<file path="src/design/vgdf_queue.sv">
module vgdf_queue #(
    parameter int W     = 8,
    parameter int DEPTH = 4
) (
    input  logic         i_clk,
    input  logic         i_rst_n,
    input  logic         i_push,
    input  logic [W-1:0] i_data,
    output logic         o_full,
    input  logic         i_pop,
    output logic [W-1:0] o_data,
    output logic         o_empty
);
    localparam int PW = $clog2(DEPTH);

    logic [W-1:0]  r_mem [DEPTH];
    logic [PW-1:0] r_wp, r_rp;
    logic [PW:0]   r_cnt;

    logic          do_push, do_pop;
    logic [PW-1:0] n_wp, n_rp;

    assign o_full  = (r_cnt == (PW+1)'(DEPTH));
    assign o_empty = (r_cnt == '0);
    assign do_push = i_push && !o_full;
    assign do_pop  = i_pop && !o_empty;
    assign n_wp    = (r_wp == PW'(DEPTH-1)) ? '0 : r_wp + 1'b1;
    assign n_rp    = (r_rp == PW'(DEPTH-1)) ? '0 : r_rp + 1'b1;
    assign o_data  = r_mem[r_rp];

    // pointers and fill count
    always_ff @(posedge i_clk) begin
        if (!i_rst_n) begin
            r_wp  <= '0;
            r_rp  <= '0;
            r_cnt <= '0;
        end else begin
            if (do_push) begin
                r_wp <= n_wp;
            end
            if (do_pop) begin
                r_rp <= n_rp;
            end
            if (do_push && !do_pop) begin
                r_cnt <= r_cnt + 1'b1;
            end else if (do_pop && !do_push) begin
                r_cnt <= r_cnt - 1'b1;
            end
        end
    end

    // entry storage
    always_ff @(posedge i_clk) begin
        if (do_push) begin
            r_mem[r_wp] <= i_data;
        end
    end

endmodule

</file>
<file path="config.mk">
export PLATFORM = sky130hd
export DESIGN_NAME = vgdf_queue
export DESIGN_NICKNAME = d
export VERILOG_FILES = /design/src/design/vgdf_queue.sv
export SDC_FILE = /design/constraint.sdc
export NUM_CORES = 1
export LEC_CHECK = 0
export BUFFER_PORTS_ARGS = -buffer_cell sky130_fd_sc_hd__buf_4
export CAP_MARGIN = 25
export CORE_MARGIN = 8
export CORE_UTILIZATION = 48
export CTS_CLUSTER_SIZE = 16
export DETAILED_ROUTE_END_ITERATION = 12
export PLACE_DENSITY = 0.71
export SYNTH_ARGS = -nofsm -noshare
export SYNTH_HDL_FRONTEND = slang
export SYNTH_SLANG_ARGS = --single-unit
</file>
<file path="constraint.sdc">
create_clock -name i_clk -period 2.12 [get_ports i_clk]
set_input_delay 0.106 -clock i_clk [delete_from_list [all_inputs] [get_ports i_clk]]
set_output_delay 0.106 -clock i_clk [all_outputs]
set_load 0.05 [all_outputs]
</file>
# --- Word-level counts from Yosys, hierarchy flattened ---
# Memories as Yosys holds them, arrays and structs flattened. A register that Yosys moved wholly into a read port is not among the register bits.
# Cells that the tools add are included.
totals:
  n_memories: 1
  mem_bits_rw: 32
  elab_cells: 29
  inputBits: 12
  register_bits: 7
memory_table:
  columns: ["memory", "depth", "word_bits", "read_ports", "rd_clocked_by_memory_dff", "write_ports", "line_no", "source"]
  rows:
  - ["r_mem", 4, 8, 1, 1, 1, "16", "logic [W-1:0] r_mem [DEPTH];"]
op_classes:
  addsub: 4
  n_eq_ne: 3
  n_mux: 8
  n_reduce_logical: 10
op_table:
  columns: ["op", "n"]
  rows:
  - ["two-way mux 2 bit", 4]
  - ["two-way mux 3 bit", 2]
  - ["adder 2 x 1 -> 2 bit, second input constant", 2]
  - ["equality test 2 bit, second input constant", 2]
  - ["logical AND 1 bit", 4]
  - ["logical NOT 1 bit", 4]
  - ["adder 3 x 1 -> 3 bit, second input constant", 1]
  - ["equality test 3 bit, second input constant", 1]
  - ["logical NOT 3 bit", 1]
  - ["subtractor 3 x 1 -> 3 bit, second input constant", 1]
  - ["two-way mux 1 bit", 2]
  - ["nonzero test 2 bit", 1]

# --- Depth between registers and ports, before layout ---
# Gate-level depths: netlist of run 1.
logic_depth:
  word_depth: 7
  ltp_mapped: 9

# --- Worst setup path after synthesis of run 1 ---
# Ideal clock, no wire load.
synth_path:
  kind: "reg2reg"
  start: "reg r_cnt[1]"
  end: "reg r_cnt[2]"
  path_buffers: 1
  synth_period_minus_slack_ns: 2.335
  path_stages_with_launch: 10
  t_arrival_ns: 2.259
  setup_time_ns: 0.076
  slack_ns: -0.215
  required_time_ns: 2.044
  cell_sequence: "dfxtp_1 nor3b_2 nor2b_1 buf_2 ha_1 inv_1 fa_1 xor2_1 or3_1 a21boi_0"
synth_via:
  elab_chain_len: 6
  word_cells_on_any_way: 15
  cone_classes: "2 x add/sub; 1 x eq/ne; 2 x mux; 10 x reduce/logical"
synth_lines:
  columns: ["item", "line_no", "source"]
  rows:
  - ["from (decl)", "18", "logic [PW:0] r_cnt;"]
  - ["from (signal assigned)", "45", "r_cnt <= r_cnt + 1'b1;"]
  - ["from (signal assigned)", "47", "r_cnt <= r_cnt - 1'b1;"]
  - ["equality test 3 bit (*)", "23", "assign o_full = (r_cnt == (PW+1)'(DEPTH));"]
  - ["net o_full", "9", "output logic o_full,"]
  - ["logical NOT 1 bit (*)", "25", "assign do_push = i_push && !o_full;"]
  - ["logical AND 1 bit (*)", "25", null]
  - ["net do_push", "20", "logic do_push, do_pop;"]
  - ["logical NOT 1 bit", "46", "end else if (do_pop && !do_push) begin"]
  - ["logical AND 1 bit", "46", null]
  - ["nonzero test 2 bit (no source line)", null, null]
# The timed path passes the listed nets; every way through them passes the cells marked *. The select of a mux whose other input is x is not followed.
# A chain may end at the register's enable or synchronous reset.

# --- Worst setup path in the final report of run 1 ---
layout_path:
  start: "reg r_cnt[1]"
  end: "reg r_cnt[2]"
layout_via:
  elab_chain_len: 6
  word_cells_on_any_way: 15
  cone_classes: "2 x add/sub; 1 x eq/ne; 2 x mux; 10 x reduce/logical"
layout_lines:
  columns: ["item"]
  rows:
  - ["branches (longest 6 deep; another with subtractor 3 x 1 -> 3 bit)"]
# Parallel ways; which one is timed is not known. The select of a mux whose other input is x is not followed.

==> impl_metrics.csv, run 1 <==
group,metric,value,unit
cts,clkLatencyLatePin,350,ps
critical_path,cp.arrival,2270,ps
drt,drt_iter0_drc,48,
pwr,power_density,1230,nW/um2
global_route,grt_use_total,10.6,%
cts,numClockSinks,41,
floorplanning,core-area,3310,um2
floorplanning,num_rows,21,
global_route,grt_pass1_vias,918,
floorplanning,ios,22,
synth,syn_area_per_cell,17.5,um2
pwr,leakage,0.746,nW
drt,ant_nets,0,
synth,ys_ff_latch,41,
finish,drive_gt1_share,36.2,%
drt,drc_errors,0,
placed_design,post_dp_cell_area,1860,um2
finish,antenna_cells,0,
floorplanning,die_x,74.3,um
cts,cts_root_buf,"clkbuf_4",
cts,tritoncts,"done",
finish,nNetsFinal,148,
critical_path,startpoint_type,"register",
timing,fin_ws,116,ps
critical_path,cp.required,2380,ps
drt,drt-wirelength-per-cell,15.9,um
global_route,grt_pass1_wl,4100,um
cts,cts_max_path_buffers,2,
timing,rsz0062_at_grt,"no",
global_route,overflow,0,
cts,clkSlewWorstSetupHoldPaths,110,ps
timing,setup_viol,0,
finish,fill_cells,260,
floorplanning,initial_utilization,49.2,%
finish,syn2layout_area_growth,25.5,%
floorplanning,die-area,5520,um2
timing,relSlewSlack,68.3,%
drt,drt-total-wl,2810,um
drt,routed-wl-met2,1540,um
drt,wl_met3,103,um
run,drv_cap,0,
timing,slew_violations,0,
synth,syn_inst,93,
run_status,status,"complete, no violations",
timing,finClkSkew,11.6,ps
pwr,peakVddDrop,535,uV
drt,top_layer,"met4",
synth,yosysSeqAreaShare,70.0,%
finish,fin_cells,176,
synth,synth_cell_types,23,
timing,fin_crit,2000,ps
placed_design,placed_cells,159,
placed_design,dp_hpwl,1850,um
placed_design,gp_congestion,0.698,
synth,syn-num-nets,112,
critical_path,critical_path.max_fanout,5,
drt,vias_per_cell,4.93,
placed_design,post-place-ws,11.7,ps
finish,multi_input_area,485,um2
global_route,grt_max_degree,14,
floorplanning,die_y,74.3,um
synth,syn_area,1630,um2
placed_design,io_buffers,21,
timing,timing_hold_violations_final,0,
synth,yosysWarnings,0,
drt,drt-pass1-iter-count,4,
timing,finalSetupTns,0,ps
global_route,grt_antenna_before_repair,0,
min_path,min_path_type,"in -> reg",
cts,htree_levels,2,
cts,cts-buffers-inserted,5,
timing,worstMarginPinSlew,476,ps
timing,max_freq,499,MHz
finish,design_area,2050,um2
timing,finalCritPeriodShare,94.5,%
critical_path,worstSetupPathType,"reg -> reg",
drt,vias,868,
finish,ff_latch_area,1150,um2
drt,drt-met1-wl,1110,um
critical_path,cp-end-kind,"register",
## placed cells by master (no fill, tap or decap), drive strengths merged, types with 2 or more instances in the layout
cell / instances
clkbuf: 6
inv: 3
mux4: 8
nand3: 2
nand2: 6
buf: 25
dlygate4sd3: 8
mux2i: 3
dfxtp: 9
nor2: 2
ha: 6
edfxtp: 32
o21ai: 3
nor2b: 2
and2: 5
## cell type report
cell class                 count  area share, %
timing repair buffer          33           13.1
multi-input combinational     45           23.7
inverter                       3          0.550
clock buffer                   6           2.02
clock inverter                 2           1.71
tap                           46           2.81
sequential                    41           56.1
## stage by stage
| step | utilization [%] | hold WS [ps] | total power [mW] |
|---|---|---|---|
| detailed placement | 56.3 | 309 | 2.01 |
| finish | 61.8 | 73.1 | 2.52 |
| global route | 61.8 | 76.4 | 2.62 |
| floorplan | - | 205 | 1.75 |
| global placement | 56.3 | 305 | 1.99 |
| CTS | 61.1 | 55.1 | 2.51 |
## sequential cells by signal, summed over array words and instances (netlist names), named ones only
signal and flops:
r_mem 32, r_cnt 3, r_wp 2, r_rp 2
## report_power, final
| part | switching (mW) | internal [mW] | total, mW |
|---|---|---|---|
| Sequential | 0.0874 | 0.996 | 1.08 |
| Combinational | 0.560 | 0.383 | 0.943 |
| Clock | 0.242 | 0.247 | 0.489 |
| Total | 0.890 | 1.63 | 2.52 |
## timing repair
action	4_1_cts	5_1_grt
endpoints found under the setup margin	1	1
hold endpoints to repair	32	0
hold buffers	8	0
buffers inserted	0	1
pin swaps	0	1
gates resized for setup	1	3
## worst max-delay path, cell delays in order (launching register included)
cell and delay, ps:
dfxtp_2 390, o31ai_4 270, ha_2 220, inv_1 50, fa_1 380, xor2_1 170, or3_1 300, a21boi_0 170
## layer usage
metal,vias up,track usage (%)
met3,5,2.83
met5,-,0
met1,425,9.62
li1,420,-
met2,18,20.3
met4,0,6.52
## synthesized netlist by cell type (all sizes together)
library cell  count  area (um2)
edfxtp           32         961
dfxtp             9         180
mux4              8         180
ha                6        75.1
nand2             6        22.5
and2              5        31.3
buf               3        13.8
inv               3        11.3
mux2i             3        30.0
o21ai             3        15.0
nand3             2        10.0
nor2              2        7.51
nor2b             2        12.5
a21boi            1        7.51
clkbuf            1        3.75
fa                1        20.0
nor3              1        5.00
nor3b             1        12.5
o31ai             1        7.51
or3               1        6.26
xnor2             1        8.76
xor2              1        8.76
## worst paths after layout
check | slack [ps] | endpoint | cells past startpoint | startpoint
hold / removal | 70 | r_cnt[0]$_SDFFE_PN0P_ | 2 | i_rst_n
hold reg to reg | 510 | r_wp[1]$_SDFFE_PN0P_ | 2 | r_wp[1]$_SDFFE_PN0P_
setup reg to reg | 120 | r_cnt[2]$_SDFFE_PN0P_ | 7 | r_cnt[1]$_SDFFE_PN0P_
setup / recovery | 120 | r_cnt[2]$_SDFFE_PN0P_ | 7 | r_cnt[1]$_SDFFE_PN0P_
## kinds of logic (layout without fill, tap and decap cells)
logic type               Yosys count  after routing  synth area share (%)
AO/OA/AOI/OAI                      5              5                  1.84
adder cells (fa/ha/maj)            7              7                  5.83
buffers and inverters              7             44                  1.76
flip-flops                        41             41                  70.0
XOR/XNOR                           2              2                  1.07
AND/OR/NAND/NOR                   20             20                  6.60
multiplexers                      11             11                  12.9
(Power assumes the default switching activity.)
==> run 2, diff against run 1 <==
--- a/config.mk
+++ b/config.mk
@@ -12,6 +12,7 @@
 export CTS_CLUSTER_SIZE = 16
 export DETAILED_ROUTE_END_ITERATION = 12
 export PLACE_DENSITY = 0.71
+export RECOVER_POWER = 100
 export SYNTH_ARGS = -nofsm -noshare
 export SYNTH_HDL_FRONTEND = slang
 export SYNTH_SLANG_ARGS = --single-unit
==> run 2 against run 1 <==
- final cell count unchanged
- global-route usage unchanged
- wire length decreased by 0.96%
- non-clock buffer count unchanged
- die area unchanged
- final area down 3.4%
- clock power barely moved
- sequential cell count did not move
- highest routed layer unchanged
==> impl_metrics.csv, run 2 (synthesis results as in run 1) <==
group,metric,value,unit
timing,setup_viol,0,
timing,fin_ws,123,ps
drt,drt-total-wl,2780,um
floorplanning,core-area,3310,um2
critical_path,worstSetupPathType,"reg -> reg",
cts,cts_root_buf,"clkbuf_4",
cts,cts_max_path_buffers,2,
timing,max_freq,501,MHz
drt,routed-wl-met2,1520,um
timing,finalSetupTns,0,ps
critical_path,slowest_delay,380,ps
cts,numClockSinks,41,
finish,syn2layout_area_growth,21.3,%
critical_path,critical_path.max_fanout,5,
pwr,internal_power,1.55,mW
finish,final_cell_mix,"edfxtp_1 (32), clkbuf_1 (13), mux4_2 (8), dlygate4sd3_1 (8), clkbuf_2 (8)",
pwr,leakage,0.695,nW
timing,fin_crit,2000,ps
drt,drt-met1-wl,1110,um
critical_path,rrSetupSlack,120,ps
placed_design,dp_hpwl,1850,um
cts,htree_levels,2,
floorplanning,die_x,74.3,um
placed_design,gp_congestion,0.698,
critical_path,crit_chain,"o31ai_4 > ha_1 > inv_1 > fa_1 > xor2_1 > or3_1 > a21boi_0",
timing,worstMarginPinSlew,679,ps
global_route,grt_antenna_before_repair,0,
drt,vias_per_cell,4.94,
drt,drt-wirelength-per-cell,15.8,um
finish,layout_commonest_cell,"edfxtp_1",
placed_design,placed_cells,159,
cts,clkLatencyLatePin,330,ps
timing,timing_hold_violations_final,0,
pwr,switchingPower,0.885,mW
drt,top_layer,"met4",
global_route,overflow,0,
placed_design,io_buffers,21,
critical_path,worst-path-stages,7,
cts,cts-buffers-inserted,5,
pwr,p_seq_share,44.4,%
floorplanning,initial_utilization,49.2,%
global_route,grt_pass1_vias,918,
timing,finClkSkew,8.81,ps
finish,antenna_cells,0,
drt,vias,870,
critical_path,slowest_stage,"dfxtp_2",
drt,drc_errors,0,
critical_path,path_buf_inv,1,
pwr,combPwrFrac,35.6,%
finish,drive_gt1_share,25.4,%
pwr,peakVddDrop,529,uV
timing,relSlewSlack,54.7,%
timing,rsz0062_at_grt,"no",
global_route,grt_use_total,10.6,%
global_route,grt_max_degree,14,
cts,tritoncts,"done",
drt,drt-pass1-iter-count,4,
floorplanning,die-area,5520,um2
min_path,min_path_type,"in -> reg",
critical_path,cp-end-kind,"register",
critical_path,cp.arrival,2260,ps
floorplanning,die_y,74.3,um
critical_path,timing.rr.end,"r_cnt[2]$_SDFFE_PN0P_",
critical_path,cp.required,2390,ps
pwr,switching_share,36.3,%
drt,ant_nets,0,
critical_path,startpoint_type,"register",
finish,fin_cells,176,
run_status,status,"complete, no violations",
finish,nNetsFinal,148,
global_route,grt_pass1_wl,4100,um
pwr,clkPwrFrac,20.0,%
finish,largest_registers,"r_mem (32), r_cnt (3)",
critical_path,crit_start,"r_cnt[1]$_SDFFE_PN0P_",
finish,regMostFlops,"r_mem",
critical_path,worstRegToRegCells,7,
floorplanning,ios,22,
critical_path,endpoint,"r_cnt[2]$_SDFFE_PN0P_",
finish,largest_reg_flops,32,
timing,slew_violations,0,
critical_path,r2r_start,"r_cnt[1]$_SDFFE_PN0P_",
drt,wl_met3,113,um
cts,clkSlewWorstSetupHoldPaths,110,ps
pwr,power_density,1230,nW/um2
floorplanning,num_rows,21,
run,drv_cap,0,
drt,drt_iter0_drc,40,
critical_path,path_delay_family,"adder cells",
placed_design,post-place-ws,11.7,ps
timing,finalCritPeriodShare,94.2,%
==> run 2: cell types whose count changed in the layout (fill, tap and decap cells not counted), sizes merged <==
cell	before	now
clkbuf	6	26
buf	25	5
==> run 2: worst min-delay path by stage <==
stage               from                     to  slack [ps]  depth (start not counted)
3_5_place_dp   i_data[1]  r_mem[0][1]$_DFFE_PP_         310                          1
4_1_cts          i_rst_n  r_cnt[0]$_SDFFE_PN0P_          60                          2
5_1_grt          i_rst_n  r_cnt[1]$_SDFFE_PN0P_          80                          2
6_report         i_rst_n  r_cnt[0]$_SDFFE_PN0P_          70                          2
3_3_place_gp   i_data[2]  r_mem[0][2]$_DFFE_PP_         310                          1
2_1_floorplan  i_data[0]  r_mem[0][0]$_DFFE_PP_         200                          0
==> run 2: through the flow <==
stage | hold WS [ps] | util (%) | total power, mW | instance area (um2)
6_report | 74.6 | 59.7 | 2.44 | 1980
2_1_floorplan | 205 | - | 1.75 | 1640
3_3_place_gp | 305 | 56.3 | 1.99 | 1860
4_1_cts | 55.1 | 61.1 | 2.51 | 2020
5_1_grt | 76.4 | 59.7 | 2.54 | 1980
3_5_place_dp | 309 | 56.3 | 2.01 | 1860
==> run 2: repair_timing <==
| item | 4_1_cts | 5_1_grt |
|---|---|---|
| hold buffers | 8 | 0 |
| resized for setup | 1 | 3 |
| endpoints found under the setup margin | 1 | 1 |
| setup buffers | 0 | 1 |
| cloned | 0 | 0 |
| pin swaps | 0 | 1 |
| endpoints found under the hold margin | 32 | 0 |
==> run 2: routing by layer <==
| layer | global-route usage [%] | up-vias |
|---|---|---|
| met5 | 0 | - |
| met4 | 6.52 | 0 |
| met3 | 2.83 | 4 |
| met2 | 20.3 | 18 |
| met1 | 9.62 | 427 |
| li1 | - | 421 |
==> run 2: layout make-up <==
type	count	area, um2
Fill cell	287	1330
Sequential cell	41	1150
Multi-Input combinational cell	45	483
Timing Repair Buffer	33	203
Tap cell	46	57.6
Clock buffer	6	41.3
Clock inverter	2	35.0
Inverter	3	11.3
==> run 2: worst register-to-register path, stage by stage, from the launching register on <==
cell      delay, ps
dfxtp_2         380
o31ai_4         260
ha_1            210
inv_1            50
fa_1            380
xor2_1          170
or3_1           300
a21boi_0        170
==> run 2: power groups by stage <==
stage          Sequential, mW  Combinational [mW]  Clock (mW)
6_report                 1.08               0.868       0.486
4_1_cts                  1.07               0.944       0.495
3_3_place_gp             1.08               0.904           0
3_5_place_dp             1.09               0.922           0
5_1_grt                  1.10               0.928       0.514
2_1_floorplan            1.06               0.685           0
